### config.mk
export PLATFORM = sky130hd
export DESIGN_NAME = stjs_ctrl
export DESIGN_NICKNAME = d
export VERILOG_FILES = /design/src/sv/stjs_pkg.sv /design/src/sv/stjs_ctrl.sv
export SDC_FILE = /design/constraint.sdc
export NUM_CORES = 1
export LEC_CHECK = 0
export ABC_AREA = 1
export ABC_CLOCK_PERIOD_IN_PS = 1000
export BUFFER_PORTS_ARGS = -buffer_cell sky130_fd_sc_hd__buf_2
export CAP_MARGIN = 40
export CORE_AREA = 2 2 39 41
export DETAILED_ROUTE_END_ITERATION = 8
export DIE_AREA = 0 0 41 43
export PLACE_DENSITY = 0.45
export SLEW_MARGIN = 20
export SYNTH_ARGS = -nofsm -noshare
export SYNTH_HDL_FRONTEND = slang
export SYNTH_SLANG_ARGS = --single-unit
### constraint.sdc
create_clock -name clk -period 1 [get_ports clk]
set_input_delay 0.15 -clock clk [delete_from_list [all_inputs] [get_ports clk]]
set_output_delay 0.15 -clock clk [all_outputs]
set_load 0.005 [all_outputs]
### src/sv/stjs_pkg.sv
// shared types and codes for the sorted table jump search block
// item, result and controller/datapath interface structs
// no dependencies
package stjs_pkg;

  localparam int TABLE_DEPTH = 1024;
  localparam int BLOCK_W     = 11;
  localparam int VALUE_W     = 32;
  localparam int INDEX_W     = 10;
  localparam int COUNT_W     = 12;
  localparam logic [BLOCK_W-1:0] BLOCK_RESET = 11'd32;

  // operation codes
  localparam logic [1:0] OP_CLEAR  = 2'd0;
  localparam logic [1:0] OP_APPEND = 2'd1;
  localparam logic [1:0] OP_SEARCH = 2'd2;

  // status codes
  localparam logic [1:0] ST_OK    = 2'd0;
  localparam logic [1:0] ST_FULL  = 2'd1;
  localparam logic [1:0] ST_ORDER = 2'd2;
  localparam logic [1:0] ST_EMPTY = 2'd3;

  typedef struct packed {
    logic [1:0]                op;
    logic signed [VALUE_W-1:0] value;
  } item_t;

  typedef struct packed {
    logic [1:0]         status;
    logic               found;
    logic [INDEX_W-1:0] index;
    logic [COUNT_W-1:0] compare_count;
  } result_t;

  typedef struct packed {
    logic accept;
    logic jump;
    logic scan;
    logic load_out;
  } dp_cmd_t;

  typedef struct packed {
    logic count_zero;
    logic jump_hit;
    logic jump_miss;
    logic scan_hit;
    logic scan_end;
  } dp_stat_t;

endpackage

### src/sv/stjs_ctrl.sv
// controller state machine for the jump search block
// sequences accept, jump phase, scan phase and result handoff
// depends on stjs_pkg
module stjs_ctrl (
  input  logic               clk,
  input  logic               rst,
  input  logic               item_valid,
  input  logic [1:0]         item_op,
  output logic               item_stall,
  output logic               result_valid,
  input  logic               result_stall,
  input  stjs_pkg::dp_stat_t stat,
  output stjs_pkg::dp_cmd_t  cmd
);

  localparam logic [1:0] S_IDLE = 2'd0;
  localparam logic [1:0] S_JUMP = 2'd1;
  localparam logic [1:0] S_SCAN = 2'd2;
  localparam logic [1:0] S_DONE = 2'd3;

  logic [1:0] state;
  logic [1:0] state_next;
  logic       out_free;

  assign item_stall = (state != S_IDLE);
  assign out_free   = !result_valid || !result_stall;

  always_comb begin
    cmd          = '0;
    cmd.accept   = (state == S_IDLE) && item_valid;
    cmd.jump     = (state == S_JUMP);
    cmd.scan     = (state == S_SCAN);
    cmd.load_out = (state == S_DONE) && out_free;
  end

  always_comb begin
    state_next = state;
    unique case (state)
      S_IDLE: begin
        if (item_valid) begin
          if (item_op == stjs_pkg::OP_SEARCH && !stat.count_zero) begin
            state_next = S_JUMP;
          end else begin
            state_next = S_DONE;
          end
        end
      end
      S_JUMP: begin
        priority if (stat.jump_hit) begin
          state_next = S_SCAN;
        end else if (stat.jump_miss) begin
          state_next = S_DONE;
        end else begin
          state_next = S_JUMP;
        end
      end
      S_SCAN: begin
        if (stat.scan_hit || stat.scan_end) begin
          state_next = S_DONE;
        end
      end
      S_DONE: begin
        if (out_free) begin
          state_next = S_IDLE;
        end
      end
      default: state_next = S_IDLE;
    endcase
  end

  always_ff @(posedge clk) begin
    if (rst) begin
      state        <= S_IDLE;
      result_valid <= 1'b0;
    end else begin
      state <= state_next;
      if (cmd.load_out) begin
        result_valid <= 1'b1;
      end else if (!result_stall) begin
        result_valid <= 1'b0;
      end
    end
  end

endmodule

==> results.cfg, run 1 <==
[timing]
period_share_pct = 107
maxSlewHeadroom_pct = 89.8
grt_setup_unrepaired = yes
finalSetupViolCount = 5
hold_slack_ns = 0.0897
worstMarginPinSlew_ns = 0.153
setup_ws_ns = -0.0722
period_minus_slack_ns = 1.07
fmax_mhz = 933
slew_violations = 0
setup_tns_ns = -0.139
fin_worst_skew_ns = 0.000893
finalHoldViolCount = 0

[detailed_routing]
postRouteAntennaNets = 0
wl_per_cell_microns = 6.88
drt-initial-drc-count = 2
viasPerCell = 3.69
remaining_drc_errors = 0
vias = 288
first_pass_iters = 2
wl_microns = 537

[synth]
yosys_warnings = 0
ys_ff_latch = 3
netlist_area_sq_um = 228
synth_top_area_share_pct = 26.4
syn_area_per_cell_sq_um = 5.55
synthCells = 41
synthDistinctLibCells = 10
synth_area_leaders = dfxtp_1 (26%), inv_1 (16%), nor2_1 (16%)
synth_nets = 52
ys_seq_area_share_pct = 26.4
synth_top_area_cell = dfxtp_1

[setup_path]
cp.required_ns = 0.85
arrival_ns = 0.92
startpoint_type = flip-flop
worstPathCellList = nor2_4 -> inv_2 -> nor2_1 -> buf_2
worst-setup-path-type = flip-flop to primary output
crit_path_max_incr_delay_ns = 0.35
crit_slowest_cell = dfxtp_4
crit_fanout = 4
worst_setup_path_end_kind = primary output

[floorplanning]
coreArea_sq_mm = 0.00138
rows = 14
io_pins = 17
dieWidth_microns = 41
die_h_microns = 43
start_util_pct = 16.5
die-area_sq_mm = 0.00176

[job]
maxCapViolCount = 0

[placement]
dp_slack_ns = 0.0244
post-dp-hpwl_microns = 482
io_buffers = 16
placed_cells = 73
globalplace.congestion = 0.628

[status]
violations = negative setup slack
outcome = complete, but fails checks

[grt]
grtUsageTotal_pct = 7.83
grt_overflow = 0
grt_pass1_vias = 264
antenna_found_initial = 0
grt_max_degree = 6
grt_pass1_wl_microns = 876

[cells_and_area]
stdcell_count = 78
diodes = 0
final_common_cell = buf_2
seq_area_sq_um = 67.6
finish.net_count = 74
multi_input_area_sq_um = 135
final_layout_size_suffix_gt1_share_pct = 48.4
syn_to_final_growth_pct = 64.3
utilization_pct = 27.0
layout_common_cells = buf_2 (16), nor2_1 (10), nand2_1 (9)
num-fill-cells = 165

[power_and_ir_drop]
p_sw_uw = 196
p_comb_share_pct = 35.3
ir_drop_mv = 0.536
p_clk_share_pct = 35.7
power_density_mw_per_mm2 = 1580
cellLeakagePower_uw = 0.000241
intPower_uw = 396
power.sequential.fraction_pct = 29.0
swShare_pct = 33.1

[clock_network]
clock-root-buffer = clkbuf_4
cts_max_path_buffers = 2
cts.sinks = 3
clock_latency_ns = 0.23
htree_levels = 1
cts.reportedPaths.clkPinSlew_ns = 0.04
cts_buffers = 3
cts_tree = yes

[min_path]
hp-class = primary input to flip-flop
[path summary, 6_finish.rpt]
path / startpoint / endpoint / slack, ns / cells after the start
hold / removal: rst / result_valid / 0.09 / 2
setup / recovery: state[0] / cmd[3] / -0.07 / 4
setup reg to reg: state[0] / state[0] / 0.04 / 7
hold reg to reg: result_valid / result_valid / 0.47 / 2
[what timing repair did]
| item | in CTS | in global routing |
|---|---|---|
| buffers inserted | 1 | 0 |
| hold endpoints to repair | 0 | 0 |
| gates resized for setup | 5 | 2 |
| gates cloned | 0 | 0 |
| endpoints found under the setup margin | 5 | 7 |
| pin swaps | 2 | 1 |
| hold buffers | 0 | 0 |
[per-layer routing]
| layer | track usage (%) | share of wire (%) | routed length, microns |
|---|---|---|---|
| met1 | 7.07 | 42 | 223 |
| met2 | 11.9 | 52 | 279 |
| met3 | 6.28 | 6.5 | 35 |
| met4 | 4.00 | 0 | 0 |
| met5 | 0 | 0 | 0 |
[worst max-delay path, delay by kind of cell (launching register included)]
kind | cells | cell delay [ns]
buf+inv | 2 | 0.15
simple gates | 2 | 0.18
flops | 1 | 0.35
[cell usage after synthesis]
cell      number
nor2_1        10
nor2_2         2
a21oi_1        1
nand2_2        3
nand3_2        1
dfxtp_1        3
inv_1         10
nand3b_1       1
nand2_1        9
nand3_1        1
[cell families after synthesis]
group	count (synthesis)	synth area share (%)
AOI/OAI and AO/OA	1	2.20
buffers and inverters	10	16.5
and+or+nand+nor	27	54.9
DFF	3	26.4
[flip-flops by register name, indices dropped and copies added (netlist names)]
| register | cells |
|---|---|
| result_valid | 1 |
| state | 2 |
[stage by stage]
stage / power [uW] / instance area (sq um)
2_1_floorplan: 280 / 228
3_3_place_gp: 355 / 328
3_5_place_dp: 354 / 328
4_1_cts: 608 / 372
5_1_grt: 654 / 374
6_report: 592 / 374
[area by class of cell]
cell class              count  share of cell area (%)
multi-input cells          28                    36.1
repair buffers             17                    23.4
well taps                  16                    5.35
inverters                  10                    10.0
clock buffers               4                    7.02
flip-flops and latches      3                    18.1
[power groups by stage]
| stage | clock (uW) | combinational, uW | sequential [uW] |
|---|---|---|---|
| floorplan | 0 | 120 | 160 |
| global placement | 0 | 194 | 161 |
| detailed placement | 0 | 191 | 163 |
| CTS | 224 | 212 | 172 |
| global route | 235 | 243 | 176 |
| finish | 211 | 209 | 172 |
Power figures use the tool's default switching activity.
==> run 2, diff against run 1 <==
--- a/config.mk
+++ b/config.mk
@@ -9,10 +9,13 @@
 export ABC_CLOCK_PERIOD_IN_PS = 1000
 export BUFFER_PORTS_ARGS = -buffer_cell sky130_fd_sc_hd__buf_2
 export CAP_MARGIN = 40
+export CELL_PAD_IN_SITES_DETAIL_PLACEMENT = 1
+export CELL_PAD_IN_SITES_GLOBAL_PLACEMENT = 1
 export CORE_AREA = 2 2 39 41
 export DETAILED_ROUTE_END_ITERATION = 8
 export DIE_AREA = 0 0 41 43
-export PLACE_DENSITY = 0.45
+export PLACE_DENSITY = 0.63
+export SKIP_LAST_GASP = 1
 export SLEW_MARGIN = 20
 export SYNTH_ARGS = -nofsm -noshare
 export SYNTH_HDL_FRONTEND = slang
==> run 2 against run 1 <==
  * Die area stayed put
  * The flow still finishes with violations (negative setup slack)
  * Core utilization increased by 0.18 points
  * Critical endpoint unchanged
  * Maximum frequency down 0.87%
  * Non-clock buffer count unchanged
  * Sequential share of layout area down 0.12 points
  * Count of clock-buffer cells in the layout unchanged
  * Largest cell class unchanged
  * Critical path depth stayed put
  * Register-to-register slack got worse by 0.03 ns
  * Final cell count unchanged
  * First-iteration DRC count fell by 50%
  * Combinational power is essentially flat
==> results.cfg, run 2 (synthesized netlist as in run 1, its figures left out) <==
[status]
outcome = complete, but fails checks
violations = negative setup slack

[detailed_routing]
drt-initial-drc-count = 1
wl_met2_microns = 286
wl_per_cell_microns = 7.46
wl_met3_microns = 33
vias = 298
first_pass_iters = 3
remaining_drc_errors = 0
postRouteAntennaNets = 0
wl_microns = 582
routed.top_layer = met3
met1Wirelength_microns = 262
viasPerCell = 3.82

[timing]
finalHoldViolCount = 0
slew_violations = 0
grt_setup_unrepaired = yes
fin_worst_skew_ns = 0.000644
worstMarginPinSlew_ns = 0.120
hold_slack_ns = 0.0873
finalSetupViolCount = 5
period_share_pct = 108
maxSlewHeadroom_pct = 92.0
setup_tns_ns = -0.150
period_minus_slack_ns = 1.08
setup_ws_ns = -0.0816
fmax_mhz = 925

[cells_and_area]
largest_reg_flops = 2
syn_to_final_growth_pct = 65.4
final_common_cell = buf_2
finish.net_count = 74
layout_common_cells = buf_2 (16), nor2_1 (10), nand2_1 (8)
diodes = 0
final_layout_size_suffix_gt1_share_pct = 51.6
top_register = state
utilization_pct = 27.2
reg_top3 = state x2, result_valid x1

[clock_network]
cts.sinks = 3
clock-root-buffer = clkbuf_4
cts_buffers = 3
cts.reportedPaths.clkPinSlew_ns = 0.04
cts_tree = yes
cts_max_path_buffers = 2
htree_levels = 1
clock_latency_ns = 0.23

[setup_path]
crit_path_max_incr_delay_ns = 0.36
worst_setup_path_end_kind = primary output
arrival_ns = 0.93
worstPathCellList = nor2_4 -> inv_2 -> nor2_1 -> buf_2
crit_fanout = 4
path_buf_inv = 2
crit_slowest_cell = dfxtp_4
worst-setup-path-type = flip-flop to primary output
path_delay_family = flip-flops
cp.required_ns = 0.85
startpoint_type = flip-flop

[grt]
grtUsageTotal_pct = 8.83
grt_pass1_vias = 276
grt_max_degree = 6
grt_pass1_wl_microns = 1050
antenna_found_initial = 0
grt_overflow = 0

[min_path]
hp-class = primary input to flip-flop

[placement]
dp_slack_ns = 0.0102
io_buffers = 16
post-dp-hpwl_microns = 466
globalplace.congestion = 0.751

[floorplanning]
dieWidth_microns = 41
die-area_sq_mm = 0.00176
coreArea_sq_mm = 0.00138
die_h_microns = 43
rows = 14
io_pins = 17
start_util_pct = 16.5

[power_and_ir_drop]
power_density_mw_per_mm2 = 1600
ir_drop_mv = 0.677
p_total_uw = 603
cellLeakagePower_uw = 0.000240

[job]
maxCapViolCount = 0
-- run 2: changes by cell type in the layout (fill, tap and decap cells not counted) --
cell / previous run / this run
nand2_1: 9 / 8
inv_1: 8 / 7
inv_2: 2 / 3
nand2_2: 3 / 4
-- run 2: stage by stage --
| step | cell area, sq um | std cells |
|---|---|---|
| final | 377 | 78 |
| after global routing | 377 | 78 |
| after CTS | 377 | 78 |
| after detailed placement | 328 | 73 |
| after global placement | 328 | 73 |
| after floorplan | 228 | 41 |
-- run 2: power breakdown --
part,total [uW],internal (uW),leakage (uW),switching (uW)
logic,210,103,0.000199,106
clock network,218,150,0.0000150,68.2
registers,175,144,0.0000259,31.2
total,603,397,0.000240,206
-- run 2: layer usage --
metal,vias to the layer above,global-route usage [%]
met5,-,0
met4,0,2.00
met3,0,6.28
met2,8,12.2
met1,132,10.9
li1,158,-
-- run 2: final timing paths --
path / start / to / slack [ns] / cells after the start
worst max-delay path: state[0] / cmd[3] / -0.08 / 4
worst min register to register: result_valid / result_valid / 0.48 / 2
worst min-delay path: rst / result_valid / 0.09 / 2
worst max register to register: state[1] / state[1] / 0.01 / 6
-- run 2: final cells by class --
| type | count | area (sq um) |
|---|---|---|
| Fill cell | 193 | 1010 |
| Multi-Input combinational cell | 28 | 138 |
| Timing Repair Buffer | 17 | 87.6 |
| Sequential cell | 3 | 67.6 |
| Inverter | 10 | 37.5 |
| Clock buffer | 4 | 26.3 |
| Tap cell | 16 | 20.0 |
-- run 2: what timing repair did --
| action | CTS | global route |
|---|---|---|
| hold buffers | 0 | 0 |
| buffers inserted | 1 | 0 |
| setup endpoints to repair | 5 | 7 |
| pin swaps | 2 | 1 |
| gates resized for setup | 8 | 1 |
